`src/rtl/assert_macros.svh`:
```
// ----------------------------------------------------------------------------
// assert_macros.svh
// Concurrent assertion shorthands, clocked on clk and disabled during rst.
// ----------------------------------------------------------------------------
`ifndef ASSERT_MACROS_SVH
`define ASSERT_MACROS_SVH

// Same-cycle implication.
`define SDA_ASSERT_NOW(lbl, ante, cons, msg) \
  lbl: assert property (@(posedge clk) disable iff (rst) (ante) |-> (cons)) \
    else $error(msg);

// Next-cycle implication.
`define SDA_ASSERT_NXT(lbl, ante, cons, msg) \
  lbl: assert property (@(posedge clk) disable iff (rst) (ante) |=> (cons)) \
    else $error(msg);

`endif

```
`src/rtl/sda_pkg.sv`:
```
// ----------------------------------------------------------------------------
// sda_pkg
// Shared widths, character codes and controller/datapath handshake types.
// ----------------------------------------------------------------------------
package sda_pkg;

  localparam int VALUE_WIDTH = 64;
  localparam int VAL_PORT_W  = 64;
  localparam int SCALE_W     = 7;
  localparam int CHAR_W      = 7;

  // Decimal digits needed for a VALUE_WIDTH-bit magnitude.
  localparam int NDIG      = (VALUE_WIDTH * 30103) / 100000 + 1;
  localparam int DIG_W     = $clog2(NDIG);
  localparam int FRAC_MAX  = 38;
  localparam int POS_MAX   = (NDIG - 1 > FRAC_MAX) ? NDIG - 1 : FRAC_MAX;
  localparam int POS_W     = $clog2(POS_MAX + 1);
  localparam int BIT_CNT_W = $clog2(VALUE_WIDTH + 1);
  localparam int FRAC_W    = 6;
  localparam int CNT_W     = 6;

  localparam logic signed [SCALE_W-1:0] SCALE_MAX = 7'sd39;
  localparam logic signed [SCALE_W-1:0] SCALE_MIN = -7'sd38;

  localparam logic [CNT_W-1:0] STAR_COUNT = 6'd7;

  localparam logic [CHAR_W-1:0] CH_ZERO  = 7'd48;
  localparam logic [CHAR_W-1:0] CH_POINT = 7'd46;
  localparam logic [CHAR_W-1:0] CH_MINUS = 7'd45;
  localparam logic [CHAR_W-1:0] CH_STAR  = 7'd42;

  typedef logic [2:0] sel_t;
  localparam sel_t SEL_MINUS = 3'd0;
  localparam sel_t SEL_DIGIT = 3'd1;
  localparam sel_t SEL_POINT = 3'd2;
  localparam sel_t SEL_ZERO  = 3'd3;
  localparam sel_t SEL_STAR  = 3'd4;

  typedef struct packed {
    logic load;
    logic conv_step;
    logic scan_step;
    logic pos_fix;
    logic pos_dec;
    logic cnt_dec;
    sel_t sel;
  } sda_cmd_t;

  typedef struct packed {
    logic bad;
    logic neg;
    logic conv_done;
    logic scan_done;
    logic pos_zero;
    logic point_next;
    logic has_zeros;
    logic cnt_one;
  } sda_stat_t;

endpackage

```
`src/rtl/sda_if.sv`:
```
// ----------------------------------------------------------------------------
// sda_if
// Valid/ready channels: numeric request in, one character per transfer out.
// ----------------------------------------------------------------------------
interface sda_in_if;
  import sda_pkg::*;
  logic                        valid;
  logic                        ready;
  logic signed [VAL_PORT_W-1:0] value;
  logic signed [SCALE_W-1:0]    scale;

  modport source (output valid, output value, output scale, input ready);
  modport sink   (input valid, input value, input scale, output ready);
endinterface

interface sda_out_if;
  import sda_pkg::*;
  logic              valid;
  logic              ready;
  logic [CHAR_W-1:0] char_code;
  logic              last;
  logic              bad_scale;

  modport source (output valid, output char_code, output last, output bad_scale,
                  input ready);
  modport sink   (input valid, input char_code, input last, input bad_scale,
                  output ready);
endinterface

```
`src/rtl/sda_datapath.sv`:
```
// ----------------------------------------------------------------------------
// sda_datapath
// Magnitude/scale capture, shift-add-3 binary to BCD, digit scan and
// character selection.
// ----------------------------------------------------------------------------
module sda_datapath (
  input  logic                                 clk,
  input  logic signed [sda_pkg::VAL_PORT_W-1:0] value,
  input  logic signed [sda_pkg::SCALE_W-1:0]    scale,
  input  sda_pkg::sda_cmd_t                     cmd,
  output sda_pkg::sda_stat_t                    st,
  output logic [sda_pkg::CHAR_W-1:0]            char_code,
  output logic                                  bad_scale
);
  import sda_pkg::*;

  logic [VALUE_WIDTH-1:0] mag;
  logic [3:0]             bcd [NDIG];
  logic                   neg;
  logic                   bad;
  logic [FRAC_W-1:0]      frac;
  logic [CNT_W-1:0]       cnt;
  logic [BIT_CNT_W-1:0]   bitcnt;
  logic [POS_W-1:0]       pos;

  logic [VALUE_WIDTH-1:0] raw;
  logic                   neg_in;
  logic [VALUE_WIDTH-1:0] mag_in;
  logic                   bad_in;
  logic [SCALE_W-1:0]     scale_neg;
  logic [FRAC_W-1:0]      frac_in;
  logic [CNT_W-1:0]       zeros_in;
  logic [3:0]             adj [NDIG];
  logic [3:0]             cur_digit;
  logic [POS_W-1:0]       frac_ext;

  assign raw       = value[VALUE_WIDTH-1:0];
  assign neg_in    = raw[VALUE_WIDTH-1];
  assign mag_in    = neg_in ? (~raw + 1'b1) : raw;
  assign bad_in    = (scale > SCALE_MAX) || (scale < SCALE_MIN);
  assign scale_neg = -scale;
  assign frac_in   = scale[SCALE_W-1] ? scale_neg[FRAC_W-1:0] : '0;
  assign zeros_in  = scale[SCALE_W-1] ? '0 : scale[CNT_W-1:0];
  assign frac_ext  = POS_W'(frac);

  // Add-3 correction ahead of each shift.
  always_comb begin
    for (int i = 0; i < NDIG; i++) begin
      adj[i] = (bcd[i] >= 4'd5) ? bcd[i] + 4'd3 : bcd[i];
    end
  end

  // Positions above the BCD register are leading zeros.
  assign cur_digit = (pos < POS_W'(NDIG)) ? bcd[pos[DIG_W-1:0]] : 4'd0;

  always_ff @(posedge clk) begin
    if (cmd.load) begin
      mag    <= mag_in;
      neg    <= neg_in;
      bad    <= bad_in;
      frac   <= frac_in;
      cnt    <= bad_in ? STAR_COUNT : zeros_in;
      bitcnt <= BIT_CNT_W'(VALUE_WIDTH);
      pos    <= POS_W'(NDIG - 1);
      for (int i = 0; i < NDIG; i++) begin
        bcd[i] <= 4'd0;
      end
    end else begin
      if (cmd.conv_step) begin
        mag    <= {mag[VALUE_WIDTH-2:0], 1'b0};
        bitcnt <= bitcnt - 1'b1;
        bcd[0] <= {adj[0][2:0], mag[VALUE_WIDTH-1]};
        for (int i = 1; i < NDIG; i++) begin
          bcd[i] <= {adj[i][2:0], adj[i-1][3]};
        end
      end
      if (cmd.scan_step || cmd.pos_dec) begin
        pos <= pos - 1'b1;
      end else if (cmd.pos_fix && (pos < frac_ext)) begin
        pos <= frac_ext;
      end
      if (cmd.cnt_dec) begin
        cnt <= cnt - 1'b1;
      end
    end
  end

  assign st.bad        = bad;
  assign st.neg        = neg;
  assign st.conv_done  = (bitcnt == BIT_CNT_W'(1));
  assign st.scan_done  = (pos == '0) || (cur_digit != 4'd0);
  assign st.pos_zero   = (pos == '0);
  assign st.point_next = (frac != '0) && (pos == frac_ext);
  assign st.has_zeros  = (cnt != '0);
  assign st.cnt_one    = (cnt == CNT_W'(1));

  always_comb begin
    case (cmd.sel)
      SEL_MINUS: char_code = CH_MINUS;
      SEL_DIGIT: char_code = CH_ZERO + CHAR_W'(cur_digit);
      SEL_POINT: char_code = CH_POINT;
      SEL_ZERO:  char_code = CH_ZERO;
      SEL_STAR:  char_code = CH_STAR;
      default:   char_code = CH_ZERO;
    endcase
  end

  assign bad_scale = (cmd.sel == SEL_STAR);

endmodule

```
`src/rtl/sda_ctrl.sv`:
```
// ----------------------------------------------------------------------------
// sda_ctrl
// Sequencer: capture, BCD conversion, leading-zero scan, character output.
// ----------------------------------------------------------------------------
`include "assert_macros.svh"

module sda_ctrl (
  input  logic                clk,
  input  logic                rst,
  input  logic                in_valid,
  output logic                in_ready,
  output logic                out_valid,
  input  logic                out_ready,
  output logic                out_last,
  input  sda_pkg::sda_stat_t  st,
  output sda_pkg::sda_cmd_t   cmd
);
  import sda_pkg::*;

  localparam logic [2:0] ST_IDLE = 3'd0;
  localparam logic [2:0] ST_CONV = 3'd1;
  localparam logic [2:0] ST_SCAN = 3'd2;
  localparam logic [2:0] ST_SIGN = 3'd3;
  localparam logic [2:0] ST_DIG  = 3'd4;
  localparam logic [2:0] ST_PT   = 3'd5;
  localparam logic [2:0] ST_ZERO = 3'd6;
  localparam logic [2:0] ST_STAR = 3'd7;

  logic [2:0] state;
  logic [2:0] state_next;

  always_ff @(posedge clk) begin
    if (rst) begin
      state <= ST_IDLE;
    end else begin
      state <= state_next;
    end
  end

  assign in_ready  = (state == ST_IDLE);
  assign out_valid = (state == ST_SIGN) || (state == ST_DIG) || (state == ST_PT) ||
                     (state == ST_ZERO) || (state == ST_STAR);

  always_comb begin
    state_next = state;
    cmd        = '0;
    cmd.sel    = SEL_ZERO;
    out_last   = 1'b0;
    case (state)
      ST_IDLE: begin
        if (in_valid) begin
          cmd.load   = 1'b1;
          state_next = ST_CONV;
        end
      end
      ST_CONV: begin
        if (st.bad) begin
          state_next = ST_STAR;
        end else begin
          cmd.conv_step = 1'b1;
          if (st.conv_done) state_next = ST_SCAN;
        end
      end
      ST_SCAN: begin
        // walk down past leading zeros, then widen to the fraction length
        if (st.scan_done) begin
          cmd.pos_fix = 1'b1;
          state_next  = st.neg ? ST_SIGN : ST_DIG;
        end else begin
          cmd.scan_step = 1'b1;
        end
      end
      ST_SIGN: begin
        cmd.sel = SEL_MINUS;
        if (out_ready) state_next = ST_DIG;
      end
      ST_DIG: begin
        cmd.sel  = SEL_DIGIT;
        out_last = st.pos_zero && !st.has_zeros;
        if (out_ready) begin
          if (st.point_next) begin
            cmd.pos_dec = 1'b1;
            state_next  = ST_PT;
          end else if (st.pos_zero) begin
            state_next = st.has_zeros ? ST_ZERO : ST_IDLE;
          end else begin
            cmd.pos_dec = 1'b1;
          end
        end
      end
      ST_PT: begin
        cmd.sel = SEL_POINT;
        if (out_ready) state_next = ST_DIG;
      end
      ST_ZERO, ST_STAR: begin
        cmd.sel  = (state == ST_STAR) ? SEL_STAR : SEL_ZERO;
        out_last = st.cnt_one;
        if (out_ready) begin
          cmd.cnt_dec = 1'b1;
          if (st.cnt_one) state_next = ST_IDLE;
        end
      end
      default: begin
        state_next = ST_IDLE;
      end
    endcase
  end

  `SDA_ASSERT_NOW(a_no_overlap, in_ready, !out_valid, "input taken while emitting")
  `SDA_ASSERT_NOW(a_star_bad, state == ST_STAR, st.bad, "asterisks without bad scale")
  `SDA_ASSERT_NXT(a_last_idle, out_valid && out_ready && out_last, in_ready,
                  "not idle after final character")
  `SDA_ASSERT_NOW(a_run_nonzero, (state == ST_ZERO) || (state == ST_STAR), st.has_zeros,
                  "count exhausted while emitting")

endmodule

```
`src/rtl/scaled_decimal_to_ascii.sv`:
```
// ----------------------------------------------------------------------------
// scaled_decimal_to_ascii
// ASCII text of value * 10^scale, one character per output transfer.
// ----------------------------------------------------------------------------
// Sequence: the input request is taken, then one BCD shift step per bit of the
//   magnitude, then a leading-zero scan, then the characters.
// Throughput: one request at a time; one character per cycle while out_ch.ready is
//   high, 1 to 59 characters per request.
//   Bad scale: capture is followed straight by the '*' characters, with no conversion or scan.
// Reset: synchronous rst returns the sequencer to idle; no state between requests.
module scaled_decimal_to_ascii (
  input  logic      clk,
  input  logic      rst,
  sda_in_if.sink    in_ch,
  sda_out_if.source out_ch
);
  import sda_pkg::*;

  sda_cmd_t          cmd;
  sda_stat_t         st;
  logic [CHAR_W-1:0] char_code;
  logic              bad_scale;
  logic              in_ready;
  logic              out_valid;
  logic              out_last;

  sda_ctrl u_ctrl (
    .clk       (clk),
    .rst       (rst),
    .in_valid  (in_ch.valid),
    .in_ready  (in_ready),
    .out_valid (out_valid),
    .out_ready (out_ch.ready),
    .out_last  (out_last),
    .st        (st),
    .cmd       (cmd)
  );

  sda_datapath u_dp (
    .clk       (clk),
    .value     (in_ch.value),
    .scale     (in_ch.scale),
    .cmd       (cmd),
    .st        (st),
    .char_code (char_code),
    .bad_scale (bad_scale)
  );

  assign in_ch.ready      = in_ready;
  assign out_ch.valid     = out_valid;
  assign out_ch.char_code = char_code;
  assign out_ch.last      = out_last;
  assign out_ch.bad_scale = bad_scale;

endmodule

```
`src/flat_wrapper.sv`:
```
// flat-port wrapper written by rule: the top's interface ports become plain ports
module scaled_decimal_to_ascii_flat import sda_pkg::*;
  (clk, rst, in_ch_valid, in_ch_value, in_ch_scale, in_ch_ready, out_ch_valid, out_ch_char_code, out_ch_last, out_ch_bad_scale, out_ch_ready);
  sda_in_if in_ch_i ();
  sda_out_if out_ch_i ();
  input  logic clk;
  input  logic rst;
  input wire logic [$bits(in_ch_i.valid)-1:0] in_ch_valid;
  input wire logic [$bits(in_ch_i.value)-1:0] in_ch_value;
  input wire logic [$bits(in_ch_i.scale)-1:0] in_ch_scale;
  output wire logic [$bits(in_ch_i.ready)-1:0] in_ch_ready;
  output wire logic [$bits(out_ch_i.valid)-1:0] out_ch_valid;
  output wire logic [$bits(out_ch_i.char_code)-1:0] out_ch_char_code;
  output wire logic [$bits(out_ch_i.last)-1:0] out_ch_last;
  output wire logic [$bits(out_ch_i.bad_scale)-1:0] out_ch_bad_scale;
  input wire logic [$bits(out_ch_i.ready)-1:0] out_ch_ready;
  assign in_ch_i.valid = in_ch_valid;
  assign in_ch_i.value = in_ch_value;
  assign in_ch_i.scale = in_ch_scale;
  assign in_ch_ready = in_ch_i.ready;
  assign out_ch_valid = out_ch_i.valid;
  assign out_ch_char_code = out_ch_i.char_code;
  assign out_ch_last = out_ch_i.last;
  assign out_ch_bad_scale = out_ch_i.bad_scale;
  assign out_ch_i.ready = out_ch_ready;
  scaled_decimal_to_ascii u_core (.clk(clk), .rst(rst), .in_ch(in_ch_i), .out_ch(out_ch_i));
endmodule
```
`config.mk`:
```
export PLATFORM = sky130hd
export DESIGN_NAME = scaled_decimal_to_ascii_flat
export DESIGN_NICKNAME = d
export VERILOG_FILES = /design/src/rtl/sda_pkg.sv /design/src/rtl/sda_if.sv /design/src/rtl/sda_datapath.sv /design/src/rtl/sda_ctrl.sv /design/src/rtl/scaled_decimal_to_ascii.sv /design/src/flat_wrapper.sv
export VERILOG_INCLUDE_DIRS = /design/src /design/src/rtl
export SDC_FILE = /design/constraint.sdc
export NUM_CORES = 1
export LEC_CHECK = 0
export ABC_AREA = 1
export ABC_CLOCK_PERIOD_IN_PS = 8600
export BUFFER_PORTS_ARGS = -buffer_cell sky130_fd_sc_hd__buf_2
export CAP_MARGIN = 20
export CORE_MARGIN = 2
export CORE_UTILIZATION = 40
export CTS_CLUSTER_DIAMETER = 120
export DETAILED_ROUTE_END_ITERATION = 10
export GPL_TIMING_DRIVEN = 0
export PLACE_DENSITY = 0.55
export SYNTH_ARGS = -nofsm -noshare
export SYNTH_HDL_FRONTEND = slang
export SYNTH_HIERARCHICAL = 1
export SYNTH_SLANG_ARGS = --single-unit
```
`constraint.sdc`:
```
create_clock -name clk -period 8.6 [get_ports clk]
set_input_delay 0.86 -clock clk [delete_from_list [all_inputs] [get_ports clk]]
set_output_delay 0.86 -clock clk [all_outputs]
set_load 0.005 [all_outputs]
```
==> flow_metrics.tcl, run 1 <==
set metrics [dict create \
    hold_viol 0 \
    gp_congestion 0.9096 \
    die_h_um 180.6 \
    required_ns 8.68 \
    clk_latency_ns 0.44 \
    cp_cell_sequence "nor2_2 > nand2_1 > nor2_1 > clkbuf_1 > buf_2 > nor2_1 > inv_6 > buf_16" \
    clkTransAtPathRegs_ns 0.08 \
    max_cap_violations 0 \
    routed_wl_mm 35.24 \
    multi_input_area_um2 6295 \
    path_max_fanout 98 \
    cts_tree "yes" \
    synth_top_cell_by_area "edfxtp_1" \
    placed_area_um2 13420 \
    pre_cts_ws_ns 4.671 \
    critPathTopFamily "buffers and inverters" \
    synth_area_um2 12480 \
    num_vias 11315 \
    row_count 64 \
    yosys_warnings 6 \
    ant_nets 0 \
    synthCells 1676 \
    startpoint_type "flop" \
    worstHoldStart "u_core/u_dp/bitcnt[6]" \
    vias_per_cell 5.171 \
    leakagePower_nw 6.086 \
    finalCriticalPeriod_ns 3.699 \
    outcome "finished clean" \
    cts_setup_buffers 0 \
    antenna_found_initial 0 \
    critPathSlowestCell "nor2_1" \
    initial_core_util_pct 40.68 \
    synth_edf_count 158 \
    grt_use_total_pct 21.93 \
    grt_first_pass_wirelength_mm 56.86 \
    regArea_um2 5165 \
    synth_seq_cells 179 \
    cts_hold_buf 0 \
    relSlewSlack_pct 40.05 \
    syn_nets 1806 \
    fmax_mhz 270.4 \
    ys.flop_type "edfxtp_1" \
    r2r_start "u_core/u_ctrl/state[1]" \
    h-tree-depth 4 \
    synth_cell_types 42 \
    setup_viol 0 \
    chipWidth_um 180.6 \
    antenna_cells 0 \
    critical_path_class "reg -> reg" \
    clockBufferDepth 2 \
    core_um2 30670 \
    cp_data_arrival_time_ns 3.78 \
    avgSynthCellArea_um2 7.444 \
    fin_setup_tns_ns 0 \
    hold_path_class "reg -> reg" \
    dr.pass1.iters 6 \
    worst_pin_slew_ns 0.8993 \
    critPathMostFrequentCell "nor2_1" \
    final_cell_area_um2 14010 \
    synth.most_common_cell "nand2_1" \
    post-route-util_pct 45.68 \
    maxSlewViolCount 0 \
    routedWlPerCell_um 16.11 \
    drt_iter0_drc 849 \
    place.detailed.hpwl_mm 26.75 \
    portBuffers 83 \
    synthTopCellsByCount "nand2_1, nor2_1, inv_1, edfxtp_1, o21ai_0" \
    drc 0 \
    drive_above_1_share_pct 10.66 \
    grt_pass1_vias 10819 \
    grt_max_degree 99 \
    setup_slack_ns 4.901 \
    clockRootBuffer "clkbuf_16" \
    fin_crit_sh_pct 43.01 \
    synth_top_area_share_pct 38.03 \
    fill_cells 3107 \
    finalClockSkew_ns 0.01238 \
    async_flop_share_pct 0 \
    crit_start "u_core/u_ctrl/state[1]" \
    rsz0062_at_grt "false" \
    netlist_top_cells_area "edfxtp_1, nand2_1, nor2_1" \
    syn_to_final_growth_pct 12.29 \
    nNetsFinal 1909 \
    io_pins 86 \
    cts_num_sinks 179 \
    cts_resized 0 \
    crit_buf_inv 4 \
    cp_slowest_stage_delay_ns 0.57 \
    cts_buffers 17 \
    finalPower_mw 4.209 \
    max-vdd-ir-drop_mv 0.1499 \
    ys_seq_area_share_pct 41.40 \
    grt_overflow 0 \
    powerDensity_nw_per_um2 300.4 \
    end_kind "flop" \
    dieArea_um2 32620 \
]
## registers in the layout, indices dropped and copies added (netlist names), named ones only
name	flops
u_core/u_dp/cnt	6
u_core/u_dp/bcd	80
u_core/u_dp/bad	1
u_core/u_dp/pos	6
u_core/u_dp/bitcnt	7
u_core/u_ctrl/state	3
u_core/u_dp/neg	1
u_core/u_dp/mag	64
u_core/u_dp/frac	6
## cell families (layout without fill, tap and decap cells)
logic type                 after synthesis  count (layout)  share of synthesized area, %
and+or+nand+nor                        860             860                         29.40
AOI/OAI and AO/OA                      284             284                         12.53
buffers and inverters                  254             370                         8.153
DFF                                    179             179                         41.40
adders and majority gates               55              55                         5.515
xor gates and xnor gates                42              42                         2.948
other                                    2               2                       0.06019
## final timing paths
| check | to | slack [ns] | depth (start not counted) |
|---|---|---|---|
| worst max register to register | u_core/u_dp/bcd[10][0] | 4.90 | 8 |
| worst min register to register | u_core/u_dp/bitcnt[6] | 0.48 | 1 |
| worst min-delay path | u_core/u_dp/bitcnt[6] | 0.48 | 1 |
| worst max-delay path | u_core/u_dp/bcd[10][0] | 4.90 | 8 |
## through the flow
stage                     hold WS [ns]  cells
after floorplan                 0.4450   1676
after global placement          0.4581   2155
after detailed placement        0.4708   2156
after CTS                       0.4800   2188
after global routing            0.4988   2188
final                           0.4797   2188
## cell usage in the layout, fill, tap and decap left out, types with 8 or more instances in the layout
cell / count
a211oi_1: 19
a21oi_1: 81
a31oi_1: 8
buf_2: 98
buf_4: 10
clkbuf_1: 28
clkbuf_16: 19
dfxtp_1: 21
edfxtp_1: 158
ha_1: 55
inv_1: 194
nand2_1: 414
nand2_2: 11
nand3_1: 128
nand4_1: 16
nor2_1: 224
nor2_2: 13
nor3_1: 21
o211ai_1: 15
o21ai_0: 140
xor2_1: 35
## final cells by class
type	instances	area share [%]
Buffer	53	1.875
Tap cell	396	3.536
Clock inverter	12	0.7948
Sequential cell	179	36.86
Multi-Input combinational cell	1243	44.93
Clock buffer	20	3.420
Inverter	201	5.421
Timing Repair Buffer	84	3.161
## routing by layer
layer,wire [µm],vias to the layer above,track usage (%),part of all wire (%)
met5,0,-,0,0
met2,16370,314,36.50,46
met1,16490,5188,29.75,47
met3,1617,45,2.890,4.6
li1,-,5768,-,-
met4,765,0,6.677,2.2
## report_power, final
group          total (mW)  internal, mW  switching (mW)
Combinational        1.77         0.556            1.21
Clock               0.787         0.415           0.371
Sequential           1.65          1.44           0.212
Power figures use the tool's default switching activity.
==> inputs of run 2 (changes only) <==
- ABC_AREA: 1 -> 0
- ABC_CLOCK_PERIOD_IN_PS: 8600 -> 3010
- PLACE_DENSITY: 0.55 -> 0.57
- clock period: 8.6 -> 3.01 ns (I/O delays scaled with it)
==> run 2 against run 1 <==
  * The run now ends with negative setup slack left
  * Worst hold slack worse by 0.41 ns
  * Die area shrank 8.3%
  * Combinational power rose to 3.1 times the previous value
  * Total power grew to 3.0 times the previous value
  * First-iteration DRC count fell by 23%
  * Non-clock buffer count is 6 higher
  * Critical path depth up 4
  * Synthesized cell count decreased by 30%
  * Sequential cell count did not move
  * Sequential share of layout area increased by 2.5 points
  * Global-route usage shrank 3.4 points
  * Largest power group unchanged
==> flow_metrics.tcl, run 2 <==
set metrics [dict create \
    synth_edf_count 158 \
    yosys_warnings 6 \
    synthCells 1167 \
    powerDensity_nw_per_um2 974.7 \
    vias_per_cell 5.344 \
    final_common_cell "nor2_1" \
    maxSlewViolCount 0 \
    portBuffers 83 \
    multi_input_area_um2 5899 \
    grt_overflow 0 \
    grt.met1_usage_pct 25.45 \
    syn_nets 1297 \
    synth.most_common_cell "nor2_1" \
    async_flop_share_pct 0 \
    worst_pin_slew_ns 0.7226 \
    finalClockSkew_ns 0.009302 \
    grt_first_pass_wirelength_mm 44.57 \
    cp_data_arrival_time_ns 3.80 \
    min_to "u_core/u_dp/neg" \
    final_cell_mix "nor2_1, edfxtp_1, a21oi_1, buf_2" \
    fill_cells 2647 \
    fin_crit_sh_pct 114.2 \
    gp_congestion 0.8382 \
    synth_top_area_share_pct 41.54 \
    cts_buffers 17 \
    largest_reg_flops 80 \
    dieArea_um2 29920 \
    finish.cell_count_without_fillers 1670 \
    grtUsageMet2_pct 30.18 \
    initial_core_util_pct 40.89 \
    fmax_mhz 291.0 \
    ant_nets 0 \
    die_h_um 173.0 \
    syn_to_final_growth_pct 14.89 \
    failed_checks "negative setup slack" \
    p_switching_mw 5.018 \
    required_ns 3.37 \
    synthTopCellsByCount "nor2_1, edfxtp_1, a21oi_1, nand2_1, xor2_1" \
    clockBufferDepth 2 \
    regMostFlops "u_core/u_dp/bcd" \
    grt_pass1_vias 8569 \
    max_cap_violations 0 \
    num_vias 8924 \
    sw_frac_of_total_pct 39.24 \
    reg_top3 "u_core/u_dp/bcd: 80 flops, u_core/u_dp/mag: 64 flops, u_core/u_dp/bitcnt: 7 flops" \
    netlist_top_cells_area "edfxtp_1, ha_1, xor2_1" \
    drt_iter0_drc 651 \
    cts_hold_buf 0 \
    leakagePower_nw 4.909 \
    p_seq_share_pct 41.0 \
    grt_use_total_pct 18.58 \
    rsz0062_at_grt "true" \
    nNetsFinal 1408 \
    clkTransAtPathRegs_ns 0.06 \
    end_kind "flop" \
    pre_cts_ws_ns -0.7615 \
    rrSetupSlack_ns -0.43 \
    cts_num_sinks 179 \
    synth_area_um2 11420 \
    regArea_um2 5169 \
    ys.flop_type "edfxtp_1" \
    ys_seq_area_share_pct 45.22 \
    setup_slack_ns -0.4268 \
    critical_path_class "reg -> reg" \
    path_max_fanout 6 \
    h-tree-depth 4 \
    p_comb_share_pct 42.4 \
    busiest_layer "met2" \
    r2r_end "u_core/u_dp/pos[5]" \
    drc 0 \
    relSlewSlack_pct 51.65 \
    hold_path_class "in -> reg" \
    io_pins 86 \
    place_inst 1630 \
    drive_above_1_share_pct 15.96 \
    finalCriticalPeriod_ns 3.437 \
    synth_seq_cells 179 \
    hold_viol 0 \
    routedWlPerCell_um 16.79 \
    clockRootBuffer "clkbuf_16" \
    row_count 61 \
    chipWidth_um 173.0 \
    outcome "finished with violations" \
    use_met3_pct 2.946 \
    max-vdd-ir-drop_mv 0.4687 \
    core_um2 27930 \
    dr.pass1.iters 9 \
    synth_cell_types 66 \
    routed_wl_mm 28.04 \
    startpoint_type "flop" \
    worstHoldStart "in_ch_value[63]" \
    r2r_cells 12 \
    cts_tree "yes" \
    clk_latency_ns 0.43 \
    avgSynthCellArea_um2 9.787 \
    hold_path_depth 1 \
    place.detailed.hpwl_mm 20.26 \
    clkPwrFrac_pct 16.6 \
    p_int_mw 7.772 \
    grt_max_degree 45 \
    setup_viol 13 \
    synth_top_cell_by_area "edfxtp_1" \
    antenna_found_initial 1 \
]
run 2: cell count changes in the layout (fill, tap and decap cells not counted), sizes merged, moves of 50 or more:
cell,previous run,this run
nand2,429,80
nor2,241,170
inv,205,67
nand3,135,4
o21ai,146,51
a21oi,81,131
run 2: how the worst max path moves through the flow:
| stage | end | start | depth (start not counted) |
|---|---|---|---|
| 2_1_floorplan | u_core/u_dp/pos[5] | flop | 13 |
| 3_3_place_gp | u_core/u_dp/mag[16] | u_core/u_ctrl/state[1] | 7 |
| 3_5_place_dp | u_core/u_dp/pos[5] | flop | 12 |
| 4_1_cts | flop | flop | 12 |
| 5_1_grt | u_core/u_dp/pos[5] | flop | 14 |
| 6_report | u_core/u_dp/pos[5] | flop | 12 |
run 2: routing by layer:
| layer | vias to the layer above | wire [µm] |
|---|---|---|
| li1 | 4400 | - |
| met1 | 4284 | 13210 |
| met2 | 209 | 13000 |
| met3 | 31 | 1263 |
| met4 | 0 | 567 |
| met5 | - | 0 |
run 2: cell families after synthesis:
group	Yosys count	share of synthesized area [%]
simple gates	408	16.96
buf+inv	120	4.404
compound gates	258	13.64
mux	33	5.094
other cells	2	0.06576
xor+xnor	112	8.589
fa+ha+maj	55	6.025
flops	179	45.22
run 2: layout make-up:
class / instances / share of cell area [%]
clock buffers: 27 / 3.757
diodes: 1 / 0.01907
multi-input cells: 870 / 44.96
well taps: 378 / 3.604
inverters: 67 / 1.917
clock inverters: 5 / 0.4100
repair buffers: 91 / 3.871
plain buffers: 52 / 2.069
flip-flops and latches: 179 / 39.39
run 2: per-stage QoR:
step | TNS (ns) | instance area, µm² | power (mW) | hold WS, ns | util (%)
floorplan | -18.18 | 11460 | 8.889 | 0.3656 | -
global placement | -178.04 | 12350 | 10.32 | 0.4817 | 44.20
detailed placement | -84.00 | 12390 | 10.47 | 0.4877 | 44.35
CTS | -4.595 | 13050 | 12.78 | 0.05276 | 46.71
global route | -5.510 | 13120 | 13.77 | 0.07254 | 46.96
finish | -4.178 | 13120 | 12.79 | 0.07142 | 46.97
run 2: repair_timing:
| action | 4_1_cts | 5_1_grt |
|---|---|---|
| hold endpoints to repair | 0 | 0 |
| resized for setup | 22 | 17 |
| setup buffers | 3 | 2 |
| setup endpoints to repair | 167 | 115 |
| pin swaps | 6 | 1 |
| gates cloned | 2 | 1 |
run 2: power groups by stage:
stage	Combinational, mW	Clock (mW)	Sequential (mW)
4_1_cts	5.37	2.17	5.24
5_1_grt	6.13	2.27	5.37
6_report	5.43	2.12	5.24
3_3_place_gp	5.01	0	5.30
2_1_floorplan	3.95	0	4.93
3_5_place_dp	5.20	0	5.27
run 2: critical path: stages (launching register included):
cell     delay [ns]
dfxtp_4        0.37
buf_8          0.13
mux4_2         0.51
mux4_2         0.53
mux2i_2        0.21
nor2_1         0.07
or4_4          0.57
and3_4         0.17
nor2b_4        0.12
o221a_4        0.14
and2_4         0.20
or2_4          0.23
a21oi_2        0.12
